--- src/hdl/shmc_pkg.sv ---
// Shared types, constants and helper functions for the stall homing motor command block.
// No dependencies; every module of the block imports this package.
package shmc_pkg;

   localparam int COUNT_WIDTH = 16;
   localparam int TICK_W      = 16;
   localparam int CMP_W       = (COUNT_WIDTH > TICK_W) ? COUNT_WIDTH : TICK_W;
   localparam int CSR_IDX_W   = 3;
   localparam int CSR_DATA_W  = 31;
   localparam int THR_W       = 29;

   typedef enum logic [1:0] {
      MODE_TICK     = 2'd0,
      MODE_POS_GOAL = 2'd1,
      MODE_VEL_GOAL = 2'd2,
      MODE_STOP     = 2'd3
   } mode_type;

   typedef enum logic [1:0] {
      PH_SEARCH = 2'd0,
      PH_SETTLE = 2'd1,
      PH_READY  = 2'd2
   } phase_type;

   typedef enum logic [CSR_IDX_W-1:0] {
      CSR_DIRECTION = 3'd0,
      CSR_KP_GAIN   = 3'd1,
      CSR_KD_GAIN   = 3'd2,
      CSR_GEAR      = 3'd3,
      CSR_INV_GEAR  = 3'd4,
      CSR_SPEED     = 3'd5,
      CSR_JAM       = 3'd6,
      CSR_TIMEOUT   = 3'd7
   } csr_reg_type;

   typedef struct packed {
      logic               restart;
      logic [1:0]         dir;
      logic [15:0]        kp;
      logic [15:0]        kd;
      logic [15:0]        gear;
      logic [15:0]        inv_gear;
      logic [30:0]        speed;
      logic [THR_W-1:0]   thr;
      logic [15:0]        jam;
      logic [15:0]        timeout;
   } cfg_type;

   typedef struct packed {
      mode_type           mode;
      logic signed [39:0] scaled;
      logic signed [31:0] fb_pos;
      logic signed [31:0] fb_vel;
      logic signed [15:0] fb_torque;
   } item_type;

   typedef struct packed {
      logic [15:0]        kp;
      logic [15:0]        kd;
      logic signed [31:0] pos;
      logic signed [31:0] vel;
      logic signed [32:0] diff;
      logic signed [31:0] lv;
      logic signed [15:0] lt;
      phase_type          phase;
   } mid_type;

   function automatic logic signed [31:0] sat_to_32(input logic signed [40:0] v);
      logic fits;
      fits = (v[40:31] == {10{1'b0}}) || (v[40:31] == {10{1'b1}});
      if (fits) begin
         return v[31:0];
      end else if (v[40]) begin
         return 32'sh8000_0000;
      end else begin
         return 32'sh7FFF_FFFF;
      end
   endfunction

endpackage

--- src/hdl/shmc_cfg.sv ---
// Configuration register file with the stall threshold precomputed on write.
// Depends on shmc_pkg.
module shmc_cfg (
   input  logic                             clock,
   input  logic                             reset,
   input  logic                             csr_wr_en,
   input  logic [shmc_pkg::CSR_IDX_W-1:0]   csr_index,
   input  logic [shmc_pkg::CSR_DATA_W-1:0]  csr_wdata,
   output shmc_pkg::cfg_type                cfg
);
   import shmc_pkg::*;

   cfg_type     cfg_ff, cfg_in;
   logic [63:0] thr_prod;

   // Division by five as a multiply by the scaled reciprocal; exact for 32-bit operands.
   assign thr_prod = {33'd0, csr_wdata} * 64'hCCCC_CCCD;

   always_comb begin
      cfg_in         = cfg_ff;
      cfg_in.restart = 1'b0;
      if (csr_wr_en) begin
         case (csr_reg_type'(csr_index))
            CSR_DIRECTION: begin
               // A pattern of minus two is taken as minus one.
               cfg_in.dir     = {csr_wdata[1], csr_wdata[1] | csr_wdata[0]};
               cfg_in.restart = 1'b1;
            end
            CSR_KP_GAIN:  cfg_in.kp       = csr_wdata[15:0];
            CSR_KD_GAIN:  cfg_in.kd       = csr_wdata[15:0];
            CSR_GEAR:     cfg_in.gear     = csr_wdata[15:0];
            CSR_INV_GEAR: cfg_in.inv_gear = csr_wdata[15:0];
            CSR_SPEED: begin
               cfg_in.speed = csr_wdata[30:0];
               cfg_in.thr   = thr_prod[62:34];
            end
            CSR_JAM:      cfg_in.jam      = csr_wdata[15:0];
            CSR_TIMEOUT:  cfg_in.timeout  = csr_wdata[15:0];
            default: ;
         endcase
      end
   end

   always_ff @(posedge clock) begin
      if (reset) begin
         cfg_ff.restart  <= 1'b0;
         cfg_ff.dir      <= 2'b00;
         cfg_ff.kp       <= 16'd0;
         cfg_ff.kd       <= 16'd0;
         cfg_ff.gear     <= 16'd1620;
         cfg_ff.inv_gear <= 16'd10354;
         cfg_ff.speed    <= 31'd0;
         cfg_ff.thr      <= '0;
         cfg_ff.jam      <= 16'd100;
         cfg_ff.timeout  <= 16'd1000;
      end else begin
         cfg_ff <= cfg_in;
      end
   end

   assign cfg = cfg_ff;

endmodule

--- config.mk ---
export PLATFORM = sky130hd
export DESIGN_NAME = shmc_cfg
export DESIGN_NICKNAME = d
export VERILOG_FILES = /design/src/hdl/shmc_pkg.sv /design/src/hdl/shmc_cfg.sv
export SDC_FILE = /design/constraint.sdc
export NUM_CORES = 1
export LEC_CHECK = 0
export BUFFER_PORTS_ARGS = -buffer_cell sky130_fd_sc_hd__buf_2
export CORE_AREA = 8 8 198 181
export CTS_CLUSTER_SIZE = 10
export DETAILED_ROUTE_END_ITERATION = 10
export DIE_AREA = 0 0 206 189
export PLACE_DENSITY = 0.89
export SLEW_MARGIN = 20
export SYNTH_ARGS = -nofsm -noshare
export SYNTH_HDL_FRONTEND = slang
export SYNTH_SLANG_ARGS = --single-unit
--- constraint.sdc ---
create_clock -name clock -period 7.9 [get_ports clock]
set_clock_uncertainty 0.05 [all_clocks]
set_input_delay 1.58 -clock clock [delete_from_list [all_inputs] [get_ports clock]]
set_output_delay 1.58 -clock clock [all_outputs]
set_load 0.05 [all_outputs]
Word level (Yosys, flattened, before mapping)
Cells that the tools add are included.
- bits in registers: 159
- bits of input ports: 37
- multiply operators: 1
- equality and inequality tests: 7
- muxes and demuxes: 1
- bitwise operators: 2
- reduce and logical (&&, ||, !) cells: 10
- operators by type and width (cell ; count):
    $mul A31 B32 Y63 const B ; 1
    $reduce_and A2 Y1 ; 8
    $eq A3 B3 Y1 const B ; 4
    $eq A3 B2 Y1 const B ; 2
    $eq A3 B1 Y1 const B ; 1
    $logic_not A3 Y1 ; 1
    $mux W3 ; 1
    $reduce_or A2 Y1 ; 1
    $not A1 Y1 ; 1
    $or A1 B1 Y1 ; 1

Depth between registers and ports, before layout
- depth after elaboration: 2
- gate-level depth with buffers: 29

Worst setup path after synthesis
No wires, ideal clock.
- kind: input to register
- from: in csr_wdata[5] in the netlist's numbering
- to: reg cfg_ff (netlist bit cfg[52])
- setup time: 74 ps
- arrival: 8007 ps
- path slack: -232 ps
- cell stages on the path: 22
- buffers on the path: 0
- cell sequence: inv_1 -> ha_1 -> inv_1 -> fa_1 -> fa_1 -> fa_1 -> fa_1 -> fa_1 -> inv_1 -> fa_1 -> fa_1 -> inv_1 -> ha_1 -> nand4_1 -> or4_1 -> or4_1 -> o211ai_2 -> o21bai_2 -> a211oi_2 -> o21ai_2 -> or4_1 -> a31oi_1
- longest elaborated chain between the ends: 1
- RTL lines (element ; RTL line ; source):
    start: declaration ; shmc_cfg.sv:8 ; input logic [shmc_pkg::CSR_DATA_W-1:0] csr_wdata,
    $mul A31 B32 Y63 ; shmc_cfg.sv:17 ; assign thr_prod = {33'd0, csr_wdata} * 64'hCCCC_CCCD;
    end signal: assignment ; shmc_cfg.sv:57 ; cfg_ff <= cfg_in;
    end: declaration ; shmc_cfg.sv:13 ; cfg_type cfg_ff, cfg_in;
No other way between the ends.
A chain may end at the register's enable or synchronous reset.

Worst setup path after layout
- from: in csr_wdata[6] in the netlist's numbering
- to: reg cfg_ff (netlist bit cfg[52])
The elaborated chain is that of the path after synthesis.

==> results_dict.tcl <==
set metrics [dict create \
    crit_arrival_ps 8280 \
    dieArea_um2 38930 \
    pin_count 196 \
    hold_depth 2 \
    fin_crit_sh_pct 100.7 \
    grtUsageMet1_pct 36.01 \
    drive_gt1_share_pct 24.82 \
    syn-instance-count 1944 \
    status "finished with violations" \
    drt_pass1_iterations 6 \
    setup_ws_ps -54.57 \
    cts_tree "built" \
    htreeDepth 4 \
    critPathKind "in2reg" \
    start_kind "input pin" \
    worstPathRequired_ps 8230 \
    synth_top_area_share_pct 26.01 \
    place_hpwl_um 47970 \
    drtIter0Drc 1147 \
    async_reset_ff_share_pct 0 \
    syn_nets 2515 \
    cp_common_cell "fa_1" \
    yosys_warnings 0 \
    avgViaCountPerCell 5.662 \
    fmax_ghz 0.1257 \
    placed_area_um2 20760 \
    holdWs_ps 403.7 \
    finalMaxSlewViolations 0 \
    finalHoldViolCount 0 \
    slowest_delay_ps 620 \
    layout_min_cycle_time_ps 7955 \
    synth_ff_type "dfxtp_1" \
    use_met3_pct 5.860 \
    cts_buffers 17 \
    drc 0 \
    fp.dieW_um 206 \
    crit_slowest_cell "fa_2" \
    yosysSeqAreaShare_pct 18.14 \
    gr-usage-all-layers_pct 30.01 \
    ys_top_cells_by_area "fa_1 26%, ha_1 22%, dfxtp_1 18%, inv_1 6.9%, nand2_1 6.9%" \
    area_growth_pct 25.28 \
    grt_overflow 0 \
    grt_setup_unrepaired "yes" \
    row_count 63 \
    synth_cell_type_count 59 \
    vias 15810 \
    die_h_um 189 \
    max_slew.worst_pin.slew_ps 1124 \
    initial_core_util_pct 54.04 \
    path_max_fanout 3 \
    syn_area_per_cell_um2 9.028 \
    finalSetupViolCount 2 \
    wl_per_cell_um 20.86 \
    nets 2927 \
    place_congestion 0.9841 \
    synth_largest_area_cell "fa_1" \
    antenna_found_initial 1 \
    grt_pass1_wl_um 91210 \
    core_um2 32480 \
    ys_ff_latch 159 \
    synth_enable_flop_cells 0 \
    grt_max_degree 105 \
    failed_checks "negative setup slack" \
    min-delay-path-class "reg2reg" \
    drt_wl_total_um 58230 \
    globalRouteMet2Util_pct 51.52 \
    endpoint_kind "register" \
    final_antenna_net_count 0 \
    rr_worst_depth 4 \
    cts_max_path_buffers 2 \
    crit_chain "buf_8 > ha_4 > inv_2 > fa_2 > fa_1 > fa_2 > fa_1 > fa_1 > inv_2 > fa_1 > fa_1 > inv_2 > ha_4 > nand4_1 > or4_1 > or4_4 > o211ai_4 > o21bai_4 > a211oi_4 > o21ai_2 > or4_1 > a31oi_1" \
    cap_violations 0 \
    numClockSinks 159 \
    clock-root-buffer "clkbuf_16" \
    grt_pass1_vias 17110 \
    final_area_um2 21990 \
    io_buffers 195 \
    clkTransAtPathRegs_ps 80 \
    relSlewSlack_pct 24.78 \
    grt-busiest-layer "met2" \
    clk_latency_ps 450 \
    synth_area_um2 17550 \
    final_util_pct 67.70 \
    largest_reg_flops 159 \
]
cell usage after synthesis (2+ instances only):
| master | n |
|---|---|
| nor3_1 | 13 |
| and4_1 | 2 |
| xnor2_1 | 29 |
| dfxtp_1 | 159 |
| nor2_1 | 35 |
| o2111ai_1 | 5 |
| nand2_1 | 322 |
| ha_1 | 306 |
| nand4_1 | 25 |
| nand3_1 | 35 |
| o211ai_1 | 13 |
| a41o_1 | 3 |
| nor3b_1 | 3 |
| nand2b_1 | 9 |
| a221oi_1 | 2 |
| clkbuf_1 | 56 |
| a211oi_1 | 5 |
| a21boi_0 | 5 |
| a31oi_1 | 8 |
| or4_1 | 8 |
| or3_1 | 5 |
| o21a_1 | 4 |
| and3_1 | 4 |
| nor2b_1 | 10 |
| o22ai_1 | 3 |
| buf_4 | 2 |
| a21oi_1 | 181 |
| buf_2 | 4 |
| o21bai_1 | 10 |
| nor4_1 | 3 |
| o21ai_0 | 34 |
| xor2_1 | 16 |
| or2_2 | 4 |
| nor4b_1 | 3 |
| buf_1 | 4 |
| a21o_1 | 41 |
| a2111oi_0 | 2 |
| inv_1 | 323 |
| fa_1 | 228 |
placed cells by master, fill, tap and decap left out, types with 10 or more instances in the layout:
cell,count
nand3_1,30
nand4_1,25
fa_2,16
o211ai_1,13
nor2b_1,10
o21ai_0,27
a21oi_1,166
dfxtp_1,159
xnor2_1,27
a21oi_2,14
ha_4,14
clkbuf_16,17
fa_1,212
xor2_1,14
nand2_1,321
buf_2,191
nor2_1,33
nor3_1,10
a21o_1,41
inv_1,313
ha_1,290
buf_4,264
worst paths after layout:
check | slack [ps] | start | end
max | -50 | csr_wdata[6] | cfg[52]
min | 400 | cfg[75] | cfg[75]
max reg2reg | 7020 | cfg[59] | cfg[59]
min reg2reg | 400 | cfg[75] | cfg[75]
routing by layer:
layer	routed length, um	vias to the layer above	part of all wire (%)
li1	-	7179	-
met1	22320	7712	38
met2	28130	733	48
met3	4756	183	8.2
met4	3026	0	5.2
met5	0	-	0
layout make-up:
cell class	count	area (um^2)
multi-input cells	1394	13410
fillers	2445	10490
flip-flops and latches	159	3183
repair buffers	460	3002
inverters	324	1219
well taps	422	528.0
clock buffers	17	425.4
clock inverters	15	214.0
diodes	1	2.502
critical path, delay by kind of cell:
family                     cells  cell delay (ps)
and+or+nand+nor                4             1590
adders and majority gates      9             4160
buffers and inverters          4              230
AOI/OAI and AO/OA              5              730
stage by stage:
step / cells / setup slack (ps) / TNS [ps]
after floorplan: 1944 / -144.3 / -144.3
after global placement: 2752 / -537.2 / -10870
after detailed placement: 2752 / -704.0 / -13240
after CTS: 2787 / -2.570 / -2.570
after global routing: 2791 / -226.9 / -1643
final: 2792 / -54.57 / -95.14
cells by family (layout without fill, tap and decap cells):
family                     Yosys count  in the layout  synth area share [%]
other                                0              1                     0
DFF                                159            159                 18.14
buffers and inverters              391            816                 8.441
muxes                                1              1               0.05704
adders and majority gates          534            534                 47.82
xor gates and xnor gates            45             45                 2.246
and+or+nand+nor                    481            481                 11.86
AOI/OAI and AO/OA                  333            333                 11.44
timing repair:
item                                    4_1_cts  5_1_grt
resized for setup                            42       70
pin swaps                                    19       45
setup buffers                                 3        4
hold buffers                                  0        0
endpoints found under the setup margin       14       24
Power is left out: the tool's default activity adds up to more than one toggle a clock period on the data nets, which glitch-free logic cannot reach.
