File: config.mk
export PLATFORM = sky130hd
export DESIGN_NAME = shmc_in_flat
export DESIGN_NICKNAME = d
export VERILOG_FILES = /design/src/hdl/shmc_pkg.sv /design/src/hdl/shmc_if.sv /design/src/hdl/shmc_in.sv /design/src/flat_wrapper.sv
export SDC_FILE = /design/constraint.sdc
export NUM_CORES = 1
export LEC_CHECK = 0
export ABC_AREA = 1
export BUFFER_PORTS_ARGS = -buffer_cell sky130_fd_sc_hd__buf_2
export CORE_MARGIN = 3
export CORE_UTILIZATION = 53
export DETAILED_ROUTE_END_ITERATION = 10
export MAX_ROUTING_LAYER = met4
export PLACE_DENSITY = 0.74
export SETUP_SLACK_MARGIN = 0.15
export SLEW_MARGIN = 25
export SYNTH_ARGS = -nofsm -noshare
export SYNTH_HDL_FRONTEND = slang
export SYNTH_SLANG_ARGS = --single-unit
export TNS_END_PERCENT = 1
File: constraint.sdc
create_clock -name clock -period 14.5 [get_ports clock]
set_input_delay 4.35 -clock clock [delete_from_list [all_inputs] [get_ports clock]]
set_output_delay 4.35 -clock clock [all_outputs]
set_load 0.05 [all_outputs]
File: src/hdl/shmc_pkg.sv
// Shared types, constants and helper functions for the stall homing motor command block.
// No dependencies; every module of the block imports this package.
package shmc_pkg;

   localparam int COUNT_WIDTH = 16;
   localparam int TICK_W      = 16;
   localparam int CMP_W       = (COUNT_WIDTH > TICK_W) ? COUNT_WIDTH : TICK_W;
   localparam int CSR_IDX_W   = 3;
   localparam int CSR_DATA_W  = 31;
   localparam int THR_W       = 29;

   typedef enum logic [1:0] {
      MODE_TICK     = 2'd0,
      MODE_POS_GOAL = 2'd1,
      MODE_VEL_GOAL = 2'd2,
      MODE_STOP     = 2'd3
   } mode_type;

   typedef enum logic [1:0] {
      PH_SEARCH = 2'd0,
      PH_SETTLE = 2'd1,
      PH_READY  = 2'd2
   } phase_type;

   typedef enum logic [CSR_IDX_W-1:0] {
      CSR_DIRECTION = 3'd0,
      CSR_KP_GAIN   = 3'd1,
      CSR_KD_GAIN   = 3'd2,
      CSR_GEAR      = 3'd3,
      CSR_INV_GEAR  = 3'd4,
      CSR_SPEED     = 3'd5,
      CSR_JAM       = 3'd6,
      CSR_TIMEOUT   = 3'd7
   } csr_reg_type;

   typedef struct packed {
      logic               restart;
      logic [1:0]         dir;
      logic [15:0]        kp;
      logic [15:0]        kd;
      logic [15:0]        gear;
      logic [15:0]        inv_gear;
      logic [30:0]        speed;
      logic [THR_W-1:0]   thr;
      logic [15:0]        jam;
      logic [15:0]        timeout;
   } cfg_type;

   typedef struct packed {
      mode_type           mode;
      logic signed [39:0] scaled;
      logic signed [31:0] fb_pos;
      logic signed [31:0] fb_vel;
      logic signed [15:0] fb_torque;
   } item_type;

   typedef struct packed {
      logic [15:0]        kp;
      logic [15:0]        kd;
      logic signed [31:0] pos;
      logic signed [31:0] vel;
      logic signed [32:0] diff;
      logic signed [31:0] lv;
      logic signed [15:0] lt;
      phase_type          phase;
   } mid_type;

   function automatic logic signed [31:0] sat_to_32(input logic signed [40:0] v);
      logic fits;
      fits = (v[40:31] == {10{1'b0}}) || (v[40:31] == {10{1'b1}});
      if (fits) begin
         return v[31:0];
      end else if (v[40]) begin
         return 32'sh8000_0000;
      end else begin
         return 32'sh7FFF_FFFF;
      end
   endfunction

endpackage

File: src/hdl/shmc_if.sv
// Valid/ready channel interfaces for the request and response sides of the block.
// No dependencies; payload widths are fixed by the item formats.
interface shmc_req_if;
   logic               valid;
   logic               ready;
   logic [1:0]         mode;
   logic signed [31:0] goal_value;
   logic signed [31:0] fb_pos;
   logic signed [31:0] fb_vel;
   logic signed [15:0] fb_torque;

   modport source (output valid, mode, goal_value, fb_pos, fb_vel, fb_torque, input ready);
   modport sink (input valid, mode, goal_value, fb_pos, fb_vel, fb_torque, output ready);
endinterface


File: src/hdl/shmc_in.sv
// Input register stage: captures a request transfer and scales the goal by the gear ratio.
// Depends on shmc_pkg and shmc_req_if.
module shmc_in (
   input  logic                 clock,
   input  logic                 reset,
   input  shmc_pkg::cfg_type    cfg,
   shmc_req_if.sink             req,
   output logic                 in_valid,
   output shmc_pkg::item_type   in_item,
   input  logic                 in_take
);
   import shmc_pkg::*;

   logic               in_valid_ff, in_valid_in;
   item_type           item_ff, item_in;
   logic signed [16:0] gear_s;
   logic signed [48:0] goal_prod;
   logic               load;

   assign req.ready = !in_valid_ff || in_take;
   assign load      = req.valid && req.ready;

   assign gear_s    = {1'b0, cfg.gear};
   assign goal_prod = req.goal_value * gear_s;

   always_comb begin
      item_in.mode      = mode_type'(req.mode);
      // Dropping the low eight bits of the product is a floor division by 256.
      item_in.scaled    = goal_prod[47:8];
      item_in.fb_pos    = req.fb_pos;
      item_in.fb_vel    = req.fb_vel;
      item_in.fb_torque = req.fb_torque;
      in_valid_in       = req.ready ? req.valid : in_valid_ff;
   end

   always_ff @(posedge clock) begin
      if (reset) begin
         in_valid_ff <= 1'b0;
      end else begin
         in_valid_ff <= in_valid_in;
      end
   end

   always_ff @(posedge clock) begin
      if (load) begin
         item_ff <= item_in;
      end
   end

   assign in_valid = in_valid_ff;
   assign in_item  = item_ff;

endmodule

File: src/flat_wrapper.sv
// flat-port wrapper written by rule: the top's interface ports become plain ports
module shmc_in_flat import shmc_pkg::*;
  (clock, reset, cfg, in_valid, in_item, in_take, req_valid, req_mode, req_goal_value, req_fb_pos, req_fb_vel, req_fb_torque, req_ready);
  shmc_req_if req_i ();
  input  logic clock;
  input  logic reset;
  input  shmc_pkg::cfg_type cfg;
  output logic in_valid;
  output shmc_pkg::item_type in_item;
  input  logic in_take;
  input wire logic [$bits(req_i.valid)-1:0] req_valid;
  input wire logic [$bits(req_i.mode)-1:0] req_mode;
  input wire logic [$bits(req_i.goal_value)-1:0] req_goal_value;
  input wire logic [$bits(req_i.fb_pos)-1:0] req_fb_pos;
  input wire logic [$bits(req_i.fb_vel)-1:0] req_fb_vel;
  input wire logic [$bits(req_i.fb_torque)-1:0] req_fb_torque;
  output wire logic [$bits(req_i.ready)-1:0] req_ready;
  assign req_i.valid = req_valid;
  assign req_i.mode = req_mode;
  assign req_i.goal_value = req_goal_value;
  assign req_i.fb_pos = req_fb_pos;
  assign req_i.fb_vel = req_fb_vel;
  assign req_i.fb_torque = req_fb_torque;
  assign req_ready = req_i.ready;
  shmc_in u_core (.clock(clock), .reset(reset), .cfg(cfg), .req(req_i), .in_valid(in_valid), .in_item(in_item), .in_take(in_take));
endmodule
**Word level (Yosys, flattened, before mapping)**

Index checks and enable logic that the tools add are counted.

- Bits in latches: 0
- Memories kept: 0
- Input bits: 277
- Bits in registers: 123
- Memory bits (writable): 0
- Output and inout bits: 124
- Memory bits (read-only): 0

- Mux-type cells: 0
- Magnitude comparators: 0
- Multipliers: 1
- Shift operators: 0
- Divide/modulo/power cells: 0
- Bitwise logic cells: 0
- Add/sub/neg operators: 0
- Eq/ne operators: 0
- Reduce and logical (&&, ||, !) cells: 3

Operators with widths:

| kind | number |
|---|---|
| $mul 32x17->48 | 1 |
| $logic_and 1x1->1 | 1 |
| $logic_not 1->1 | 1 |
| $logic_or 1x1->1 | 1 |

**Depth between registers and ports, before layout**

- Depth after elaboration: 3
- Depth in mapped cells: 27
- Mapped depth without buffers: 25

**Worst setup path before layout**

No wires, ideal clock.

- Path type: input to register
- Start: input req_valid
- End: register u_core.item_ff, in the netlist u_core.in_item[0] (enable)
- Stages: 2
- Path slack: 3589 ps
- Arrival time: 10268 ps
- Cell sequence: inv_1 a21oi_1

- Word-level cells in the longest chain between the ends: 1

RTL lines:

| what | RTL line | text |
|---|---|---|
| start: declaration | flat_wrapper.sv:11 | `input wire logic [$bits(req_i.valid)-1:0] req_valid;` |
| $logic_and 1x1->1 | shmc_in.sv:21 | `assign load = req.valid && req.ready;` |
| via u_core.load | shmc_in.sv:18 | `logic load;` |
| end signal: assignment | shmc_in.sv:46 | `item_ff <= item_in;` |
| end: declaration | shmc_in.sv:15 | `item_type item_ff, item_in;` |

The timed path passes the listed nets, and every way through them passes these cells.
A chain may end at the register's enable or synchronous reset.

**Final worst setup path**

- Start: input cfg[111] in the netlist's numbering
- End: register u_core.item_ff, in the netlist u_core.in_item[119] (data pin)

- Word-level cells in the longest chain between the ends: 1

RTL lines:

| what | RTL line | text |
|---|---|---|
| start: declaration | flat_wrapper.sv:7 | `input shmc_pkg::cfg_type cfg;` |
| $mul 32x17->48 | shmc_in.sv:24 | `assign goal_prod = req.goal_value * gear_s;` |
| via u_core.goal_prod[47] | shmc_in.sv:17 | `logic signed [48:0] goal_prod;` |

The timed path passes the listed nets, and every way through them passes these cells.

==> out/results.ini <==
[place]
finalWeightedCongestion=0.9211
portBuffers=257
dp_hpwl_um=48460

[sta]
rsz0062_at_grt=no
period_share_pct=71.45
relSlewSlack_pct=35.52
slew_viol_final=0
clock_skew_ps=7.159
finalHoldViolations=0
tightestPinTransition_ps=967.2
setup_tns_ps=0
finalSetupViolCount=0
max_freq_mhz=96.52
layout_min_cycle_time_ps=10360

[drt]
drt.antenna.violating_nets=0
viasPerCell=5.111
drc=0
firstDrtPassIters=6
via_count=17820
drt_iter0_drc=1168
post_drt_wl_per_cell_um=17.09
drt-total-wl_um=59610

[die]
ios=401
rows=75
core_um2=42320
fp.dieW_um=213.9
chipHeight_um=213.9
initial_core_util_pct=54.12
dieArea_um2=45750

[synthesis]
synth.distinct_cells=35
synth_seq_cells=123
syn_inst=2725
synth_nets=3596
async_reset_ff_share_pct=0
avgSynthCellArea_um2=8.405
synth_enable_flop_cells=122
yosysSeqAreaShare_pct=16.08
ys.flop_type=edfxtp_1
yosysWarnings=0
syn_area_um2=22900

[global_route]
grt_max_degree=69
track_usage_pct=27.69
grt-ovfl-total=0
grt_antenna_before_repair=0
grt_pass1_wl_um=96400
grt_pass1_vias=19500

[worst_setup_path]
slowest_stage=fa_1
slowest_delay_ps=780
r2r-end=u_core.in_item[120]
cp_common_cell=inv_1
critPathBufInv=9
endpoint=u_core.in_item[119]
arrival_ps=10530
critical_path_depth=25
r2r_start=u_core.in_valid
setup.worst_path.end_class=register
reg2reg_depth=3
r2r_setup_slack_ps=12210
worst-setup-path-type=in2reg
cp.required_ps=14670
start_kind=input port
critPathMaxFanout=32
worstSetupStartpoint=cfg[111]
path_delay_family=adder cells

[cells_and_area]
seqCellArea_um2=3684
n_antenna_cell=0
multiInputGateArea_um2=15550
n_fill_cell=3707
nets=3768
layout-drive-gt1-share_pct=12.10
areaGrowthSynthToFinish_pct=9.718

[clock_network]
cts_buffers=17
ctsHtreeMaxLevel=4
cts_tree=done
cts.clk_slew.worst_paths_ps=60
clock_latency_ps=400
cts_setup_buffers=0
clock_sinks=123
cts_buffer_depth=2
cts_root_buf=clkbuf_16
holdBufCountCts=0
ctsResizeCount=0

[status]
status=finished, final reports clean

[hold_path]
hold_class=reg2reg

[flow_run]
maxCapViolCount=0

==> cell usage in the layout, fill, tap and decap left out, types with 3 or more instances in the layout <==
master | netlist | routed
a21boi_0 | 5 | 5
a21oi_1 | 62 | 61
and3_1 | 3 | 3
buf_2 | 0 | 257
buf_4 | 0 | 6
clkbuf_16 | 0 | 17
clkinvlp_4 | 0 | 4
edfxtp_1 | 122 | 122
fa_1 | 482 | 482
ha_1 | 112 | 112
inv_1 | 861 | 861
inv_2 | 8 | 8
inv_6 | 0 | 6
inv_8 | 0 | 3
nand2_1 | 708 | 708
nand2_2 | 20 | 20
nand3_1 | 39 | 39
nand4_1 | 15 | 15
nor2_1 | 65 | 65
nor2_2 | 17 | 17
nor2_4 | 5 | 5
o21a_1 | 3 | 3
o21ai_0 | 24 | 24
o21ai_1 | 6 | 6
o21bai_1 | 8 | 8
xnor2_1 | 13 | 13
xor2_1 | 20 | 20
==> routing by layer <==
| metal | vias to the layer above | track usage [%] | part of all wire [%] |
|---|---|---|---|
| met2 | 718 | 48.24 | 51 |
| met3 | 139 | 3.614 | 7.1 |
| met4 | 0 | 7.794 | 2.7 |
| met5 | - | - | 0 |
| li1 | 8008 | - | - |
| met1 | 8956 | 34.15 | 39 |
==> cell type report <==
type,instances,share of cell area (%)
well taps,577,2.873
clock inverters,15,0.5925
multi-input cells,1621,61.88
repair buffers,263,5.297
flip-flops and latches,123,14.66
inverters,871,13.01
clock buffers,17,1.693
==> cell usage after synthesis (2+ instances only) <==
library cell,n,area [µm²]
a21boi_0,5,37.54
a21o_1,2,15.01
a21oi_1,62,310.3
and3_1,3,18.77
buf_1,2,7.510
clkbuf_1,108,405.4
clkinv_1,2,7.510
edfxtp_1,122,3664
fa_1,482,9649
ha_1,112,1401
inv_1,861,3232
inv_2,8,30.03
nand2_1,708,2658
nand2_2,20,125.1
nand3_1,39,195.2
nand3b_1,2,15.01
nand4_1,15,93.84
nor2_1,65,244.0
nor2_2,17,106.4
nor2_4,5,56.30
nor3_1,2,10.01
o21a_1,3,22.52
o21ai_0,24,120.1
o21ai_1,6,30.03
o21ai_2,2,17.52
o21bai_1,8,60.06
xnor2_1,13,113.9
xor2_1,20,175.2
==> through the flow <==
step	setup WS (ps)	cell area, µm²	utilization (%)	instances	hold slack (ps)
after global routing	3768	25130	59.38	3487	585.8
after CTS	4163	25130	59.38	3487	542.3
final	4140	25130	59.38	3487	537.1
after global placement	3831	24560	58.02	3455	518.6
after floorplan	3589	22900	-	2725	1071
after detailed placement	3730	24560	58.02	3455	534.2
==> state kept, by name, indices dropped and copies added (netlist names) <==
| signal | cells |
|---|---|
| u_core.in_item | 122 |
| u_core.in_valid | 1 |
==> how the worst min path moves through the flow <==
stage,to,start,cells past startpoint
floorplan,u_core.in_valid,u_core.in_valid,2
global placement,u_core.in_valid,u_core.in_valid,2
detailed placement,u_core.in_valid,u_core.in_valid,2
CTS,u_core.in_valid,u_core.in_valid,2
global route,u_core.in_valid,u_core.in_valid,2
finish,u_core.in_valid,u_core.in_valid,2
==> worst min-delay path: stages (launching register included) <==
cell     delay, ps
dfxtp_1        340
nand2_1         90
a21oi_1         60
==> cells by family (layout without fill, tap and decap cells) <==
family	after synthesis	count (layout)	share of synthesized area (%)
AOI/OAI and AO/OA	115	115	2.846
xor gates and xnor gates	33	33	1.262
adders and majority gates	594	594	48.25
buffers and inverters	981	1166	16.08
DFF	123	123	16.08
and+or+nand+nor	879	879	15.49
Power is not shown: default switching activity piles up to over one toggle a cycle in this logic, so the estimate is an artifact.
