`src/hdl/shmc_pkg.sv`:
```
// Shared types, constants and helper functions for the stall homing motor command block.
// No dependencies; every module of the block imports this package.
package shmc_pkg;

   localparam int COUNT_WIDTH = 16;
   localparam int TICK_W      = 16;
   localparam int CMP_W       = (COUNT_WIDTH > TICK_W) ? COUNT_WIDTH : TICK_W;
   localparam int CSR_IDX_W   = 3;
   localparam int CSR_DATA_W  = 31;
   localparam int THR_W       = 29;

   typedef enum logic [1:0] {
      MODE_TICK     = 2'd0,
      MODE_POS_GOAL = 2'd1,
      MODE_VEL_GOAL = 2'd2,
      MODE_STOP     = 2'd3
   } mode_type;

   typedef enum logic [1:0] {
      PH_SEARCH = 2'd0,
      PH_SETTLE = 2'd1,
      PH_READY  = 2'd2
   } phase_type;

   typedef enum logic [CSR_IDX_W-1:0] {
      CSR_DIRECTION = 3'd0,
      CSR_KP_GAIN   = 3'd1,
      CSR_KD_GAIN   = 3'd2,
      CSR_GEAR      = 3'd3,
      CSR_INV_GEAR  = 3'd4,
      CSR_SPEED     = 3'd5,
      CSR_JAM       = 3'd6,
      CSR_TIMEOUT   = 3'd7
   } csr_reg_type;

   typedef struct packed {
      logic               restart;
      logic [1:0]         dir;
      logic [15:0]        kp;
      logic [15:0]        kd;
      logic [15:0]        gear;
      logic [15:0]        inv_gear;
      logic [30:0]        speed;
      logic [THR_W-1:0]   thr;
      logic [15:0]        jam;
      logic [15:0]        timeout;
   } cfg_type;

   typedef struct packed {
      mode_type           mode;
      logic signed [39:0] scaled;
      logic signed [31:0] fb_pos;
      logic signed [31:0] fb_vel;
      logic signed [15:0] fb_torque;
   } item_type;

   typedef struct packed {
      logic [15:0]        kp;
      logic [15:0]        kd;
      logic signed [31:0] pos;
      logic signed [31:0] vel;
      logic signed [32:0] diff;
      logic signed [31:0] lv;
      logic signed [15:0] lt;
      phase_type          phase;
   } mid_type;

   function automatic logic signed [31:0] sat_to_32(input logic signed [40:0] v);
      logic fits;
      fits = (v[40:31] == {10{1'b0}}) || (v[40:31] == {10{1'b1}});
      if (fits) begin
         return v[31:0];
      end else if (v[40]) begin
         return 32'sh8000_0000;
      end else begin
         return 32'sh7FFF_FFFF;
      end
   endfunction

endpackage

```
`src/hdl/shmc_if.sv`:
```


interface shmc_rsp_if;
   logic               valid;
   logic               ready;
   logic [15:0]        cmd_kp;
   logic [15:0]        cmd_kd;
   logic signed [31:0] cmd_pos;
   logic signed [31:0] cmd_vel;
   logic signed [31:0] joint_pos;
   logic signed [31:0] joint_vel;
   logic signed [15:0] joint_torque;
   logic               is_ready;
   logic [1:0]         phase;

   modport source (output valid, cmd_kp, cmd_kd, cmd_pos, cmd_vel, joint_pos, joint_vel,
                   joint_torque, is_ready, phase, input ready);
   modport sink (input valid, cmd_kp, cmd_kd, cmd_pos, cmd_vel, joint_pos, joint_vel,
                 joint_torque, is_ready, phase, output ready);
endinterface

```
`src/hdl/shmc_out.sv`:
```
// Output register stage: scales feedback to the joint side and holds the response.
// Depends on shmc_pkg and shmc_rsp_if.
module shmc_out (
   input  logic                 clock,
   input  logic                 reset,
   input  shmc_pkg::cfg_type    cfg,
   input  logic                 mid_valid,
   input  shmc_pkg::mid_type    mid_item,
   output logic                 out_ready,
   shmc_rsp_if.source           rsp
);
   import shmc_pkg::*;

   logic               out_valid_ff, out_valid_in;
   logic [15:0]        kp_ff, kd_ff;
   logic signed [31:0] pos_ff, vel_ff, jpos_ff, jpos_in, jvel_ff, jvel_in;
   logic signed [15:0] jtrq_ff;
   phase_type          phase_ff;
   logic signed [16:0] inv_s;
   logic signed [49:0] pos_prod;
   logic signed [48:0] vel_prod;
   logic               load;

   assign out_ready = !out_valid_ff || rsp.ready;
   assign load      = mid_valid && out_ready;

   assign inv_s    = {1'b0, cfg.inv_gear};
   assign pos_prod = mid_item.diff * inv_s;
   assign vel_prod = mid_item.lv * inv_s;

   always_comb begin
      // Keeping bits from 16 up floors the Q0.16 scaling.
      jpos_in      = sat_to_32({{7{pos_prod[49]}}, pos_prod[49:16]});
      jvel_in      = sat_to_32({{8{vel_prod[48]}}, vel_prod[48:16]});
      out_valid_in = out_ready ? mid_valid : out_valid_ff;
   end

   always_ff @(posedge clock) begin
      if (reset) begin
         out_valid_ff <= 1'b0;
      end else begin
         out_valid_ff <= out_valid_in;
      end
   end

   always_ff @(posedge clock) begin
      if (load) begin
         kp_ff    <= mid_item.kp;
         kd_ff    <= mid_item.kd;
         pos_ff   <= mid_item.pos;
         vel_ff   <= mid_item.vel;
         jpos_ff  <= jpos_in;
         jvel_ff  <= jvel_in;
         jtrq_ff  <= mid_item.lt;
         phase_ff <= mid_item.phase;
      end
   end

   assign rsp.valid        = out_valid_ff;
   assign rsp.cmd_kp       = kp_ff;
   assign rsp.cmd_kd       = kd_ff;
   assign rsp.cmd_pos      = pos_ff;
   assign rsp.cmd_vel      = vel_ff;
   assign rsp.joint_pos    = jpos_ff;
   assign rsp.joint_vel    = jvel_ff;
   assign rsp.joint_torque = jtrq_ff;
   assign rsp.is_ready     = (phase_ff == PH_READY);
   assign rsp.phase        = phase_ff;

endmodule

```
`src/flat_wrapper.sv`:
```
// flat-port wrapper written by rule: the top's interface ports become plain ports
module shmc_out_flat import shmc_pkg::*;
  (clock, reset, cfg, mid_valid, mid_item, out_ready, rsp_valid, rsp_cmd_kp, rsp_cmd_kd, rsp_cmd_pos, rsp_cmd_vel, rsp_joint_pos, rsp_joint_vel, rsp_joint_torque, rsp_is_ready, rsp_phase, rsp_ready);
  shmc_rsp_if rsp_i ();
  input  logic clock;
  input  logic reset;
  input  shmc_pkg::cfg_type cfg;
  input  logic mid_valid;
  input  shmc_pkg::mid_type mid_item;
  output logic out_ready;
  output wire logic [$bits(rsp_i.valid)-1:0] rsp_valid;
  output wire logic [$bits(rsp_i.cmd_kp)-1:0] rsp_cmd_kp;
  output wire logic [$bits(rsp_i.cmd_kd)-1:0] rsp_cmd_kd;
  output wire logic [$bits(rsp_i.cmd_pos)-1:0] rsp_cmd_pos;
  output wire logic [$bits(rsp_i.cmd_vel)-1:0] rsp_cmd_vel;
  output wire logic [$bits(rsp_i.joint_pos)-1:0] rsp_joint_pos;
  output wire logic [$bits(rsp_i.joint_vel)-1:0] rsp_joint_vel;
  output wire logic [$bits(rsp_i.joint_torque)-1:0] rsp_joint_torque;
  output wire logic [$bits(rsp_i.is_ready)-1:0] rsp_is_ready;
  output wire logic [$bits(rsp_i.phase)-1:0] rsp_phase;
  input wire logic [$bits(rsp_i.ready)-1:0] rsp_ready;
  assign rsp_valid = rsp_i.valid;
  assign rsp_cmd_kp = rsp_i.cmd_kp;
  assign rsp_cmd_kd = rsp_i.cmd_kd;
  assign rsp_cmd_pos = rsp_i.cmd_pos;
  assign rsp_cmd_vel = rsp_i.cmd_vel;
  assign rsp_joint_pos = rsp_i.joint_pos;
  assign rsp_joint_vel = rsp_i.joint_vel;
  assign rsp_joint_torque = rsp_i.joint_torque;
  assign rsp_is_ready = rsp_i.is_ready;
  assign rsp_phase = rsp_i.phase;
  assign rsp_i.ready = rsp_ready;
  shmc_out u_core (.clock(clock), .reset(reset), .cfg(cfg), .mid_valid(mid_valid), .mid_item(mid_item), .out_ready(out_ready), .rsp(rsp_i));
endmodule
```
`config.mk`:
```
export PLATFORM = sky130hd
export DESIGN_NAME = shmc_out_flat
export DESIGN_NICKNAME = d
export VERILOG_FILES = /design/src/hdl/shmc_pkg.sv /design/src/hdl/shmc_if.sv /design/src/hdl/shmc_out.sv /design/src/flat_wrapper.sv
export SDC_FILE = /design/constraint.sdc
export NUM_CORES = 2
export LEC_CHECK = 0
export ABC_AREA = 1
export BUFFER_PORTS_ARGS = -buffer_cell sky130_fd_sc_hd__buf_2
export CORE_AREA = 2 2 291 293
export CTS_BUF_LIST = sky130_fd_sc_hd__clkbuf_2 sky130_fd_sc_hd__clkbuf_4 sky130_fd_sc_hd__clkbuf_8
export DETAILED_ROUTE_END_ITERATION = 10
export DIE_AREA = 0 0 293 295
export PLACE_DENSITY_LB_ADDON = 0.08
export SETUP_SLACK_MARGIN = 0.4
export SYNTH_ARGS = -nofsm -noshare
export SYNTH_HDL_FRONTEND = slang
export SYNTH_SLANG_ARGS = --single-unit
```
`constraint.sdc`:
```
create_clock -name clock -period 12.6 [get_ports clock]
set_input_delay 2.52 -clock clock [delete_from_list [all_inputs] [get_ports clock]]
set_output_delay 2.52 -clock clock [all_outputs]
set_load 0.005 [all_outputs]
```
Word-level counts from Yosys, hierarchy flattened --
Index checks and enable logic that the tools add are counted.
Word-level totals: register bits 179, input bits 342, output and inout bits 181, word-level logic and storage cells 25
Operators by class: multiply operators 2, equal/unequal tests 3, mux-type cells 4, reduce and logical (&&, ||, !) cells 7
Operator list (count):
- two-way mux 32 bit | 4
- multiplier 33 x 17 -> 50 bit | 1
- multiplier 32 x 17 -> 49 bit | 1
- == test 10 bit (second input constant) | 2
- zero test 10 bit | 2
- logical OR 1 bit | 3
- == test 2 bit (second input constant) | 1
- logical AND 1 bit | 1
- zero test 1 bit | 1

Logic depth before layout (Yosys ltp) --
depth after elaboration 4, depth in mapped cells 33, gate-level depth less buffers 30

Least setup slack after synthesis --
OpenSTA, ideal clock, no wires.
path type in2reg, start point in mid_valid, end point reg u_core.kd_ff[0] (netlist: u_core.rsp.cmd_kd[0]) (enable), library setup time 0.774 ns, arrival time 11.113 ns, data required time 11.826 ns, path slack 0.713 ns, stages on the path 2, path buffers 0, path through inv_1 a21oi_1
On the way: word-level cells in the longest chain between the ends 1
Ends and longest elaborated chain:
- start: declaration | line flat_wrapper.sv:8 | input logic mid_valid;
- logical AND 1 bit | line shmc_out.sv:25 | assign load = mid_valid && out_ready;
- net u_core.load | line shmc_out.sv:22 | logic load;
- end signal: assignment | line shmc_out.sv:49 | kd_ff <= mid_item.kd;
- end: declaration | line shmc_out.sv:15 | logic [15:0] kp_ff, kd_ff;
The timed path passes the listed nets, and every way through them passes these cells. A chain may end at the register's enable or synchronous reset.

Worst setup path after layout --
start point in cfg[95] (netlist name), end point reg u_core.jpos_ff[2] (netlist: u_core.rsp.joint_pos[2]), data pin
On the way: word-level cells in the longest chain between the ends 4, elaborated cells on any way between the ends 6, classes of those cells mul (1); eq/ne (1); mux (2); reduce/logical (2)
Ends and longest elaborated chain:
- start: declaration | line flat_wrapper.sv:7 | input shmc_pkg::cfg_type cfg;
- multiplier 33 x 17 -> 50 bit (*) | line shmc_out.sv:28 | assign pos_prod = mid_item.diff * inv_s;
- == test 10 bit / zero test 10 bit (equally long branches) | line shmc_pkg.sv:70 | fits = (v[40:31] == {10{1'b0}}) || (v[40:31] == {10{1'b1}});
- logical OR 1 bit | line shmc_pkg.sv:70
- two-way mux 32 bit (*) | line shmc_pkg.sv:71 | if (fits) begin
- net u_core.jpos_in[2] | line shmc_out.sv:16 | logic signed [31:0] pos_ff, vel_ff, jpos_ff, jpos_in, jvel_ff, jvel_in;
- end signal: assignment | line shmc_out.sv:52 | jpos_ff <= jpos_in;
- end: declaration | line shmc_out.sv:16
The timed path passes the listed nets; every way through them passes the cells marked *.

==> results_dict.tcl <==
set metrics [dict create \
    grt_pass1_wl_um 193000 \
    worstSetupPathType "primary input to register" \
    die_area_mm2 0.08644 \
    crit_required_ps 12890 \
    slew_viol_final 0 \
    die_w_um 293 \
    ys_ff_latch 179 \
    portBuffers 379 \
    netlist.area_leader.share_pct 43.54 \
    vias 34930 \
    grt_pass1_vias 37520 \
    setup-violations-final 0 \
    core_mm2 0.08316 \
    cts_tree "yes" \
    crit_fanout 33 \
    finalNetCount 7466 \
    fin_crit_ps 9198 \
    synthCells 5733 \
    ant_nets 0 \
    seq_area_frac_synth_pct 11.81 \
    clk_latency_ps 580 \
    layout-drive-gt1-share_pct 8.366 \
    post_synth.cell_area_avg_um2 7.923 \
    cap_violations 0 \
    cp-end-kind "register" \
    m1WireLength_um 47740 \
    wl_met2_um 59860 \
    rsz0062_at_grt "false" \
    die_h_um 295 \
    routed-wl-met3_um 6613 \
    cts.clk_slew.worst_paths_ps 100 \
    fmax_mhz 108.7 \
    worstMarginPinSlew_ps 961.1 \
    postCtsSetupBuffers 0 \
    wl_per_cell_um 16.68 \
    ff2ff_path_depth 3 \
    slew_headroom_pct 35.93 \
    timing.final.crit_share_pct 73.00 \
    overflow 0 \
    synth_area_leaders "fa_1, inv_1, nand2_1, edfxtp_1, ha_1" \
    synth_nets 7295 \
    drt-initial-drc-count 2052 \
    postCtsResizedCells 0 \
    antenna_found_initial 6 \
    ios 523 \
    syn_to_final_growth_pct 6.269 \
    cts_hold_buf 0 \
    cts-root-buf "clkbuf_8" \
    numCtsBuffers 17 \
    start_util_pct 54.62 \
    cp-start-kind "primary input" \
    ff2ff_setup_slack_ps 10410 \
    top_layer "met5" \
    fill_cells 7906 \
    critPathArrivalTime_ps 9490 \
    ys_types 42 \
    place_hpwl_um 95680 \
    rows 106 \
    grt_max_degree 69 \
    clock_skew_ps 23.57 \
    synth_top_area_cell "fa_1" \
    gp_congestion 0.9750 \
    yosysWarnings 0 \
    grt.total_usage_pct 28.39 \
    htreeDepth 4 \
    routed_via_density 4.988 \
    setup_tns_ps 0 \
    cts_buffer_depth 2 \
    clock_sinks 179 \
    drt_wl_total_um 116800 \
    hold_violations 0 \
    status "finished, final reports clean" \
    dr.pass1.iters 8 \
    min_path_type "register to register" \
    synth_area_mm2 0.04542 \
    holdPathStages 2 \
    route.detailed.drc 0 \
]
## synth_stat cells, drive strengths merged
| library cell | instances |
|---|---|
| ha | 232 |
| xnor2 | 15 |
| and3 | 3 |
| a21o | 6 |
| nor3 | 26 |
| o211ai | 2 |
| dfxtp | 1 |
| nand3b | 7 |
| clkbuf | 213 |
| and2 | 1 |
| nand2 | 1641 |
| o2111ai | 1 |
| xor2 | 26 |
| nand3 | 93 |
| inv | 1852 |
| edfxtp | 178 |
| nand4 | 29 |
| nand2b | 2 |
| nor4 | 2 |
| a21boi | 5 |
| nor2 | 186 |
| o21bai | 30 |
| or2 | 1 |
| buf | 37 |
| o21ai | 38 |
| fa | 988 |
| clkinv | 1 |
| a31oi | 3 |
| a21oi | 108 |
| o21a | 6 |
## per-layer routing
layer / up-vias / track usage, %
met5: - / 0
met4: 4 / 7.517
met3: 170 / 4.217
met2: 953 / 50.69
met1: 17480 / 36.17
li1: 16330 / -
## sequential cells by signal, indices dropped and copies added, names as in the netlist
| register | cells |
|---|---|
| u_core.rsp.cmd_pos | 32 |
| u_core.rsp.cmd_vel | 32 |
| u_core.rsp.joint_pos | 32 |
| u_core.rsp.joint_vel | 32 |
| u_core.rsp.cmd_kd | 16 |
| u_core.rsp.cmd_kp | 16 |
| u_core.rsp.joint_torque | 16 |
| u_core.rsp.phase | 2 |
| u_core.rsp.valid | 1 |
## final timing paths
path,end,from
hold / removal,u_core.rsp.valid$_SDFFE_PP0N_,u_core.rsp.valid$_SDFFE_PP0N_
hold reg to reg,u_core.rsp.valid$_SDFFE_PP0N_,u_core.rsp.valid$_SDFFE_PP0N_
setup reg to reg,u_core.rsp.joint_pos[15]$_DFFE_PP_,u_core.rsp.valid$_SDFFE_PP0N_
setup / recovery,u_core.rsp.joint_pos[2]$_DFFE_PP_,cfg[95]
## kinds of logic after synthesis
kind of cell | Yosys count | synth area share [%]
buffers and inverters | 2103 | 17.56
AND/OR/NAND/NOR | 1991 | 17.42
adder cells (fa/ha/maj) | 1220 | 49.94
AO/OA/AOI/OAI | 199 | 2.479
flip-flops | 179 | 11.81
XOR/XNOR | 41 | 0.7906
## layout by cell type, fill, tap and decap left out, types with 4 or more instances in the layout
master and n:
clkbuf_8 17, a21o_1 6, xor2_1 26, nand2_1 1613, buf_2 379, nor2_2 11
nand2_2 25, a21boi_0 5, nor3_1 24, nand4_1 28, nand3b_1 7, inv_8 5
nand3_1 91, buf_4 23, diode_2 7, fa_1 988, nor2_1 171, o21a_1 6
inv_2 11, nor2_4 4, o21bai_1 30, ha_1 232, a21oi_1 107, xnor2_1 15
o21ai_0 38, inv_1 1841, edfxtp_1 178
## metrics by stage
stage / setup slack [ps] / std cells / cell area [um^2] / hold WS (ps) / util (%)
5_1_grt: 2948 / 7000 / 48260 / 579.1 / 58.03
3_3_place_gp: 2878 / 6965 / 47830 / 520.1 / 57.52
4_1_cts: 3493 / 6997 / 48250 / 551.8 / 58.03
2_1_floorplan: 713.1 / 5733 / 45420 / 506.7 / -
6_report: 3402 / 7004 / 48270 / 544.7 / 58.05
3_5_place_dp: 2875 / 6965 / 47830 / 534.8 / 57.52
## critical path, stage by stage
cell and delay, ps:
buf_2 610, buf_4 600, nand2_1 210, fa_1 740, fa_1 460, inv_1 360, fa_1 520, fa_1 520
fa_1 490, inv_1 50, fa_1 470, inv_1 40, ha_1 390, nand2_1 120, nor2_1 140, inv_1 50
nor2_1 160, nand2_1 90, nor2_1 110, nand2_1 90, nand4_1 130, nand2_2 70, inv_1 60, nand2_2 60
nand2_4 280, nand2_1 110
## cell type report
type | count | area (um^2) | share of cell area, %
Multi-Input combinational cell | 3451 | 32090 | 66.48
Clock inverter | 15 | 185.2 | 0.3836
Tap cell | 1080 | 1351 | 2.799
Antenna cell | 7 | 17.52 | 0.03629
Sequential cell | 179 | 5365 | 11.11
Timing Repair Buffer | 402 | 2069 | 4.287
Inverter | 1853 | 6957 | 14.41
Clock buffer | 17 | 234.0 | 0.4847
Power is left out: the tool's default activity adds up to more than one toggle a clock period on the data nets, which glitch-free logic cannot reach.
